File: src/rtl/yrc_pkg.sv
// ----------------------------------------------------------------------------
// yrc_pkg
// Shared types and BT.601 fixed-point constants for the 4:2:0 to RGB converter.
// ----------------------------------------------------------------------------
package yrc_pkg;

    // Fixed-point coefficients with 20 fractional bits.
    localparam logic [20:0]        COEF_Y  = 21'd1220542;
    localparam logic signed [31:0] COEF_UB = 32'sd2116026;
    localparam logic signed [31:0] COEF_UG = -32'sd409993;
    localparam logic signed [31:0] COEF_VG = -32'sd852492;
    localparam logic signed [31:0] COEF_VR = 32'sd1673527;
    localparam int                 FRAC_BITS = 20;
    localparam logic signed [31:0] ROUND_HALF = 32'sd1 <<< (FRAC_BITS - 1);
    localparam logic [7:0]         LUMA_OFS   = 8'd16;
    localparam logic signed [8:0]  CHROMA_OFS = 9'sd128;
    localparam logic [7:0]         ALPHA_OPAQUE = 8'hff;

    localparam int NUM_PIX  = 4;
    localparam int PIX_IDX_W = 2;

    // Register indexes on the configuration port.
    localparam int CFG_IDX_W = 2;
    localparam logic [CFG_IDX_W-1:0] CFG_BLUE_FIRST = 2'd0;
    localparam logic [CFG_IDX_W-1:0] CFG_WITH_ALPHA = 2'd1;

    typedef struct packed {
        logic [7:0] luma_top_left;
        logic [7:0] luma_top_right;
        logic [7:0] luma_bottom_left;
        logic [7:0] luma_bottom_right;
        logic [7:0] chroma_blue;
        logic [7:0] chroma_red;
    } in_beat_t;

    typedef struct packed {
        logic       pixel_row;
        logic       pixel_col;
        logic [7:0] first_byte;
        logic [7:0] second_byte;
        logic [7:0] third_byte;
        logic [7:0] fourth_byte;
        logic       last;
    } out_beat_t;

    // Chroma contributions shared by all four pixels, rounding half included.
    typedef struct packed {
        logic signed [31:0] red;
        logic signed [31:0] green;
        logic signed [31:0] blue;
    } chroma_t;

    typedef struct packed {
        logic [7:0] red;
        logic [7:0] green;
        logic [7:0] blue;
    } rgb_t;

    typedef struct packed {
        logic blue_first;
        logic with_alpha;
    } cfg_t;

endpackage

File: src/rtl/yrc_chroma.sv
// ----------------------------------------------------------------------------
// yrc_chroma
// Computes and registers the red, green and blue chroma terms of one block.
// ----------------------------------------------------------------------------
module yrc_chroma (
    input  logic             aclk,
    input  logic             en,
    input  logic [7:0]       chroma_blue,
    input  logic [7:0]       chroma_red,
    output yrc_pkg::chroma_t terms_reg
);
    import yrc_pkg::*;

    logic signed [8:0] u_c;
    logic signed [8:0] v_c;
    chroma_t           terms_next;

    always_comb begin
        u_c = $signed({1'b0, chroma_blue}) - CHROMA_OFS;
        v_c = $signed({1'b0, chroma_red}) - CHROMA_OFS;
        terms_next.red   = ROUND_HALF + COEF_VR * 32'(v_c);
        terms_next.green = ROUND_HALF + COEF_VG * 32'(v_c) + COEF_UG * 32'(u_c);
        terms_next.blue  = ROUND_HALF + COEF_UB * 32'(u_c);
    end

    always_ff @(posedge aclk) begin
        if (en) begin
            terms_reg <= terms_next;
        end
    end

endmodule

File: src/rtl/yrc_lane.sv
// ----------------------------------------------------------------------------
// yrc_lane
// One pixel lane: luma gain product, then add chroma, shift and saturate.
// ----------------------------------------------------------------------------
module yrc_lane (
    input  logic             aclk,
    input  logic             en,
    input  logic [7:0]       luma,
    input  yrc_pkg::chroma_t terms,
    output yrc_pkg::rgb_t    pix_reg
);
    import yrc_pkg::*;

    logic [7:0]  luma_c;
    logic [28:0] ys_reg;
    logic [28:0] ys_next;
    logic signed [31:0] ys_s;
    rgb_t        pix_next;

    function automatic logic [7:0] scale_sat(input logic signed [31:0] acc);
        logic signed [31:0] val;
        val = acc >>> FRAC_BITS;
        if (val < 0) begin
            scale_sat = 8'd0;
        end else if (val > 32'sd255) begin
            scale_sat = 8'hff;
        end else begin
            scale_sat = val[7:0];
        end
    endfunction

    always_comb begin
        // clamp luma below black level to zero
        luma_c  = (luma >= LUMA_OFS) ? (luma - LUMA_OFS) : 8'd0;
        ys_next = 29'(COEF_Y * 29'(luma_c));
    end

    always_ff @(posedge aclk) begin
        if (en) begin
            ys_reg <= ys_next;
        end
    end

    always_comb begin
        ys_s           = $signed({3'b000, ys_reg});
        pix_next.red   = scale_sat(ys_s + terms.red);
        pix_next.green = scale_sat(ys_s + terms.green);
        pix_next.blue  = scale_sat(ys_s + terms.blue);
    end

    always_ff @(posedge aclk) begin
        if (en) begin
            pix_reg <= pix_next;
        end
    end

endmodule

File: src/rtl/yrc_merge.sv
// ----------------------------------------------------------------------------
// yrc_merge
// Collects the four lane pixels and sends them one beat per cycle while m_ready
// is high, in raster order, applying byte order and alpha.
// ----------------------------------------------------------------------------
module yrc_merge (
    input  logic                              aclk,
    input  logic                              aresetn,
    input  yrc_pkg::cfg_t                     cfg,
    input  logic                              load,
    input  yrc_pkg::rgb_t [yrc_pkg::NUM_PIX-1:0] pix,
    output logic                              take,
    output logic                              m_valid,
    input  logic                              m_ready,
    output yrc_pkg::out_beat_t                m_data
);
    import yrc_pkg::*;

    localparam logic [PIX_IDX_W-1:0] LAST_IDX = PIX_IDX_W'(NUM_PIX - 1);

    rgb_t [NUM_PIX-1:0]   pix_buf_reg;
    logic [PIX_IDX_W-1:0] cnt_reg;
    logic [PIX_IDX_W-1:0] cnt_next;
    logic                 busy_reg;
    logic                 busy_next;
    logic                 beat_done;
    rgb_t                 cur;

    assign beat_done = busy_reg && m_ready;
    // free now, or the last pixel leaves this cycle
    assign take      = !busy_reg || (beat_done && (cnt_reg == LAST_IDX));
    assign m_valid   = busy_reg;

    always_comb begin
        cnt_next  = cnt_reg;
        busy_next = busy_reg;
        if (load) begin
            cnt_next  = '0;
            busy_next = 1'b1;
        end else if (beat_done) begin
            cnt_next = cnt_reg + 1'b1;
            if (cnt_reg == LAST_IDX) begin
                busy_next = 1'b0;
            end
        end
    end

    always_ff @(posedge aclk) begin
        if (!aresetn) begin
            cnt_reg  <= '0;
            busy_reg <= 1'b0;
        end else begin
            cnt_reg  <= cnt_next;
            busy_reg <= busy_next;
        end
    end

    always_ff @(posedge aclk) begin
        if (load) begin
            pix_buf_reg <= pix;
        end
    end

    always_comb begin
        cur                = pix_buf_reg[cnt_reg];
        m_data.pixel_row   = cnt_reg[1];
        m_data.pixel_col   = cnt_reg[0];
        m_data.first_byte  = cfg.blue_first ? cur.blue : cur.red;
        m_data.second_byte = cur.green;
        m_data.third_byte  = cfg.blue_first ? cur.red : cur.blue;
        m_data.fourth_byte = cfg.with_alpha ? ALPHA_OPAQUE : 8'd0;
        m_data.last        = (cnt_reg == LAST_IDX);
    end

endmodule

File: src/rtl/yuv420_to_rgb_converter_top.sv
// ----------------------------------------------------------------------------
// yuv420_to_rgb_converter_top
// BT.601 4:2:0 block to RGB converter: four pixel lanes and a merge stage.
// ----------------------------------------------------------------------------
//  Channel  | Ports                          | Beat
//  ---------+--------------------------------+-------------------------------
//  input    | s_valid, s_ready, s_data       | one 2x2 luma block + U, V
//  output   | m_valid, m_ready, m_data       | one pixel, raster order
//  config   | cfg_wr_en, cfg_index, cfg_wr_data | register write, no wait
//
//  Path: chroma and luma product registers, lane pixel registers, merge buffer.
//  Throughput: the merge stage sends one pixel per cycle while m_ready is high;
//  the next block is taken while pixels still drain.
//  Reset: synchronous active-low aresetn clears valid and counter state;
//  blue_first resets to 1, with_alpha to 0.
//  Stalls: m_ready low holds the merge; the lanes hold once their last stage fills.
// ----------------------------------------------------------------------------
module yuv420_to_rgb_converter_top (
    input  logic                            aclk,
    input  logic                            aresetn,
    input  logic                            s_valid,
    output logic                            s_ready,
    input  yrc_pkg::in_beat_t               s_data,
    output logic                            m_valid,
    input  logic                            m_ready,
    output yrc_pkg::out_beat_t              m_data,
    input  logic                            cfg_wr_en,
    input  logic [yrc_pkg::CFG_IDX_W-1:0]   cfg_index,
    input  logic                            cfg_wr_data
);
    import yrc_pkg::*;

    cfg_t                  cfg_reg;
    cfg_t                  cfg_next;
    logic                  v1_reg;
    logic                  v2_reg;
    logic                  adv;
    logic                  take;
    logic                  load;
    logic [NUM_PIX-1:0][7:0] luma_in;
    chroma_t               terms;
    rgb_t [NUM_PIX-1:0]    pix;

    // lane order follows raster order of the block
    assign luma_in = {s_data.luma_bottom_right, s_data.luma_bottom_left,
                      s_data.luma_top_right, s_data.luma_top_left};

    // advance the pipe when its last stage is empty or the merge takes it
    assign adv     = !v2_reg || take;
    assign load    = v2_reg && take;
    assign s_ready = adv;

    always_comb begin
        cfg_next = cfg_reg;
        if (cfg_wr_en) begin
            unique case (cfg_index)
                CFG_BLUE_FIRST: cfg_next.blue_first = cfg_wr_data;
                CFG_WITH_ALPHA: cfg_next.with_alpha = cfg_wr_data;
                default: ;
            endcase
        end
    end

    always_ff @(posedge aclk) begin
        if (!aresetn) begin
            cfg_reg.blue_first <= 1'b1;
            cfg_reg.with_alpha <= 1'b0;
            v1_reg             <= 1'b0;
            v2_reg             <= 1'b0;
        end else begin
            cfg_reg <= cfg_next;
            if (adv) begin
                v1_reg <= s_valid;
                v2_reg <= v1_reg;
            end
        end
    end

    yrc_chroma u_chroma (
        .aclk        (aclk),
        .en          (adv),
        .chroma_blue (s_data.chroma_blue),
        .chroma_red  (s_data.chroma_red),
        .terms_reg   (terms)
    );

    for (genvar k = 0; k < NUM_PIX; k++) begin : g_lane
        yrc_lane u_lane (
            .aclk    (aclk),
            .en      (adv),
            .luma    (luma_in[k]),
            .terms   (terms),
            .pix_reg (pix[k])
        );
    end

    yrc_merge u_merge (
        .aclk    (aclk),
        .aresetn (aresetn),
        .cfg     (cfg_reg),
        .load    (load),
        .pix     (pix),
        .take    (take),
        .m_valid (m_valid),
        .m_ready (m_ready),
        .m_data  (m_data)
    );

    // A finished block waiting on a busy merge stage must not be dropped.
    a_hold_block: assert property (@(posedge aclk) disable iff (!aresetn)
        (v2_reg && !take) |=> v2_reg)
        else $error("pending block lost while merge busy");

    // An accepted input beat enters the first stage.
    a_accept_enters: assert property (@(posedge aclk) disable iff (!aresetn)
        (s_valid && s_ready) |=> v1_reg)
        else $error("accepted beat not captured");

    // Pixels of a block leave without gaps once started.
    a_no_gap: assert property (@(posedge aclk) disable iff (!aresetn)
        (m_valid && m_ready && !m_data.last) |=> m_valid)
        else $error("output gap inside a block");

endmodule

File: config.mk
export PLATFORM = sky130hd
export DESIGN_NAME = yuv420_to_rgb_converter_top
export DESIGN_NICKNAME = d
export VERILOG_FILES = /design/src/rtl/yrc_pkg.sv /design/src/rtl/yrc_chroma.sv /design/src/rtl/yrc_lane.sv /design/src/rtl/yrc_merge.sv /design/src/rtl/yuv420_to_rgb_converter_top.sv
export SDC_FILE = /design/constraint.sdc
export NUM_CORES = 2
export LEC_CHECK = 0
export ABC_CLOCK_PERIOD_IN_PS = 19500
export BUFFER_PORTS_ARGS = -buffer_cell sky130_fd_sc_hd__buf_2
export CELL_PAD_IN_SITES_DETAIL_PLACEMENT = 1
export CELL_PAD_IN_SITES_GLOBAL_PLACEMENT = 2
export CORE_MARGIN = 5
export CORE_UTILIZATION = 47
export DETAILED_ROUTE_END_ITERATION = 8
export PLACE_DENSITY = 0.95
export SLEW_MARGIN = 10
export SYNTH_ARGS = -nofsm -noshare
export SYNTH_HDL_FRONTEND = slang
export SYNTH_HIERARCHICAL = 1
export SYNTH_SLANG_ARGS = --single-unit
File: constraint.sdc
create_clock -name aclk -period 19.5 [get_ports aclk]
set_input_delay 1.95 -clock aclk [delete_from_list [all_inputs] [get_ports aclk]]
set_output_delay 1.95 -clock aclk [all_outputs]
set_load 0.03 [all_outputs]
==> summary.md <==
| Metric | Value |
|---|---|
| RePlAce Congestion | `0.963` |
| Hold Buf Count CTS | `0` |
| Vias in the first global route | `40.3k` |
| Core area | `0.107 mm^2` |
| Hold Fails Final Rpt | `0` |
| GRT Total Usage | `27.0%` |
| Arrival @ worst endpoint | `10.65 ns` |
| Peak fanout along the critical path | `11` |
| Largest stage delay, worst path | `0.89 ns` |
| Critical-path cell with the highest stage delay | `fa_1` |
| Latest clock arrival within the worst-skew pair | `0.61 ns` |
| CTS Buf Count | `45` |
| # fillers | `11.8k` |
| Mapped Cells | `4912` |
| Max_cap viols | `0` |
| Net count, final | `6382` |
| Most common cell after layout, fill and taps aside | `ha_1` |
| DRC Markers | `0` |
| Total gr overflow | `0` |
| Startpoint Class | `primary input` |
| Post-route antenna net violation count | `0` |
| Die Height | `337 um` |
| CTS-repair resized insts | `0` |
| Yosys warns | `6` |
| Initial DRC count | `2220` |
| Post-Syn Area per Cell | `10.3 um^2` |
| CTS Buffer Depth | `3` |
| Largest net degree at the start of global routing | `79` |
| Critical Path RT | `19.89 ns` |
| Fin. max-slew vios | `0` |
| Setup total negative slack | `0 ns` |
| Storage cell area | `0.0121 mm^2` |
| Reg2reg end | `g_lane[3].u_lane/ys_reg[10]` |
| Sink Count | `404` |
| Initial antenna violation count | `7` |
| Critical Path Source | `s_data[3]` |
| Drt pass-1 iters | `6` |
| Global-route wire length before repair | `238000 um` |
| Postcts setup bufs | `0` |
| Slew @ Worst Pin | `1.01 ns` |
| Root Driver | `clkbuf_16` |
| Final wirelength | `155000 um` |
| Non-Filler Instances | `6459` |
| Post-detail-place hpwl | `132000 um` |
| Port Buffers | `92` |
| H-tree depth | `2` |
| Number of flip-flops in the largest register | `112` |
| Layout cells sized above 1 | `6.77%` |
| Final Setup Violations | `0` |
| Status | `finished, final reports clean` |
| Slew HR | `33.0%` |
| Drt wl/cell | `24.0 um` |
| RR Startpoint | `u_merge/cnt_reg[0]` |
| Hold slack final | `0.415 ns` |
| Crit share post-route | `52.6%` |
| Post-Syn Nets | `6273` |
| Critical path class | `in2reg` |
| Placed Cells | `6377` |
| Via density | `5.89` |
| CP Capture Point | `u_chroma/terms_reg[60]` |
| CTS tree | `yes` |
| Post-synthesis cell area | `0.0504 mm^2` |
| RSZ-0062 raised after global routing | `no` |
| DP Area | `0.0524 mm^2` |
| Die width | `337 um` |
| Clock transition at path regs | `0.06 ns` |
| DR vias | `38.1k` |
| Fmax | `0.0975 GHz` |
| Commonest non-fill, non-tap cells in the layout | `928 x ha_1, 760 x inv_1, 397 x edfxtp_1` |
| Boundary pin count | `93` |
| Hold Path Cell Cnt | `0` |
| Initial core utilization | `47.2%` |
| Worst Hold Class | `reg2reg` |
| Minimum clock period | `10.26 ns` |
| Fin area | `0.0539 mm^2` |
| Worst R2R Setup Slack | `14.65 ns` |
| Synthesis-to-finish area growth | `7.06%` |
| Worst Setup End Kind | `register` |
| Depth of the most critical reg-to-reg path | `8` |
| Die area | `0.114 mm^2` |
| Final Skew | `0.0345 ns` |
| Rows | `120` |
| Multi-input combinational cell area | `0.0352 mm^2` |
-- how the worst min path moves through the flow --
stage                                            start                 endpoint  slack (ns)
final                     g_lane[0].u_lane/pix_reg[11]  u_merge/pix_buf_reg[11]        0.41
after global placement    g_lane[1].u_lane/pix_reg[13]  u_merge/pix_buf_reg[37]        0.40
after detailed placement   g_lane[3].u_lane/pix_reg[0]  u_merge/pix_buf_reg[72]        0.41
after global routing      g_lane[2].u_lane/pix_reg[10]  u_merge/pix_buf_reg[58]        0.42
after floorplan            g_lane[0].u_lane/pix_reg[0]   u_merge/pix_buf_reg[0]        0.40
after CTS                 g_lane[0].u_lane/pix_reg[11]  u_merge/pix_buf_reg[11]        0.42
-- worst max-delay path: cells and delay by family --
family / cells / cell delay [ns]
AND/OR/NAND/NOR: 2 / 0.39
AO/OA/AOI/OAI: 11 / 2.90
XOR/XNOR: 2 / 0.34
buffers and inverters: 6 / 0.50
adder cells (fa/ha/maj): 10 / 4.54
-- cell type report --
cell class,count,area share [%]
multi-input combinational,3710,65.3
sequential,404,22.4
inverter,760,5.29
tap,1403,3.25
clock buffer,52,2.19
timing repair buffer,100,0.965
clock inverter,29,0.608
antenna,1,0.00464
-- layer usage --
layer  global-route usage [%]  wire (um)
met5                        0         30
met1                     34.7      65100
met4                     8.27       5690
met2                     47.8      76500
met3                     3.44       7630
-- stage by stage --
stage	setup slack, ns	utilization (%)
floorplan	9.87	-
CTS	9.20	50.5
detailed placement	8.58	49.1
global placement	8.83	49.1
global route	8.72	50.5
finish	9.24	50.5
Power is left out: the tool's default activity adds up to more than one toggle a clock period on the data nets, which glitch-free logic cannot reach.
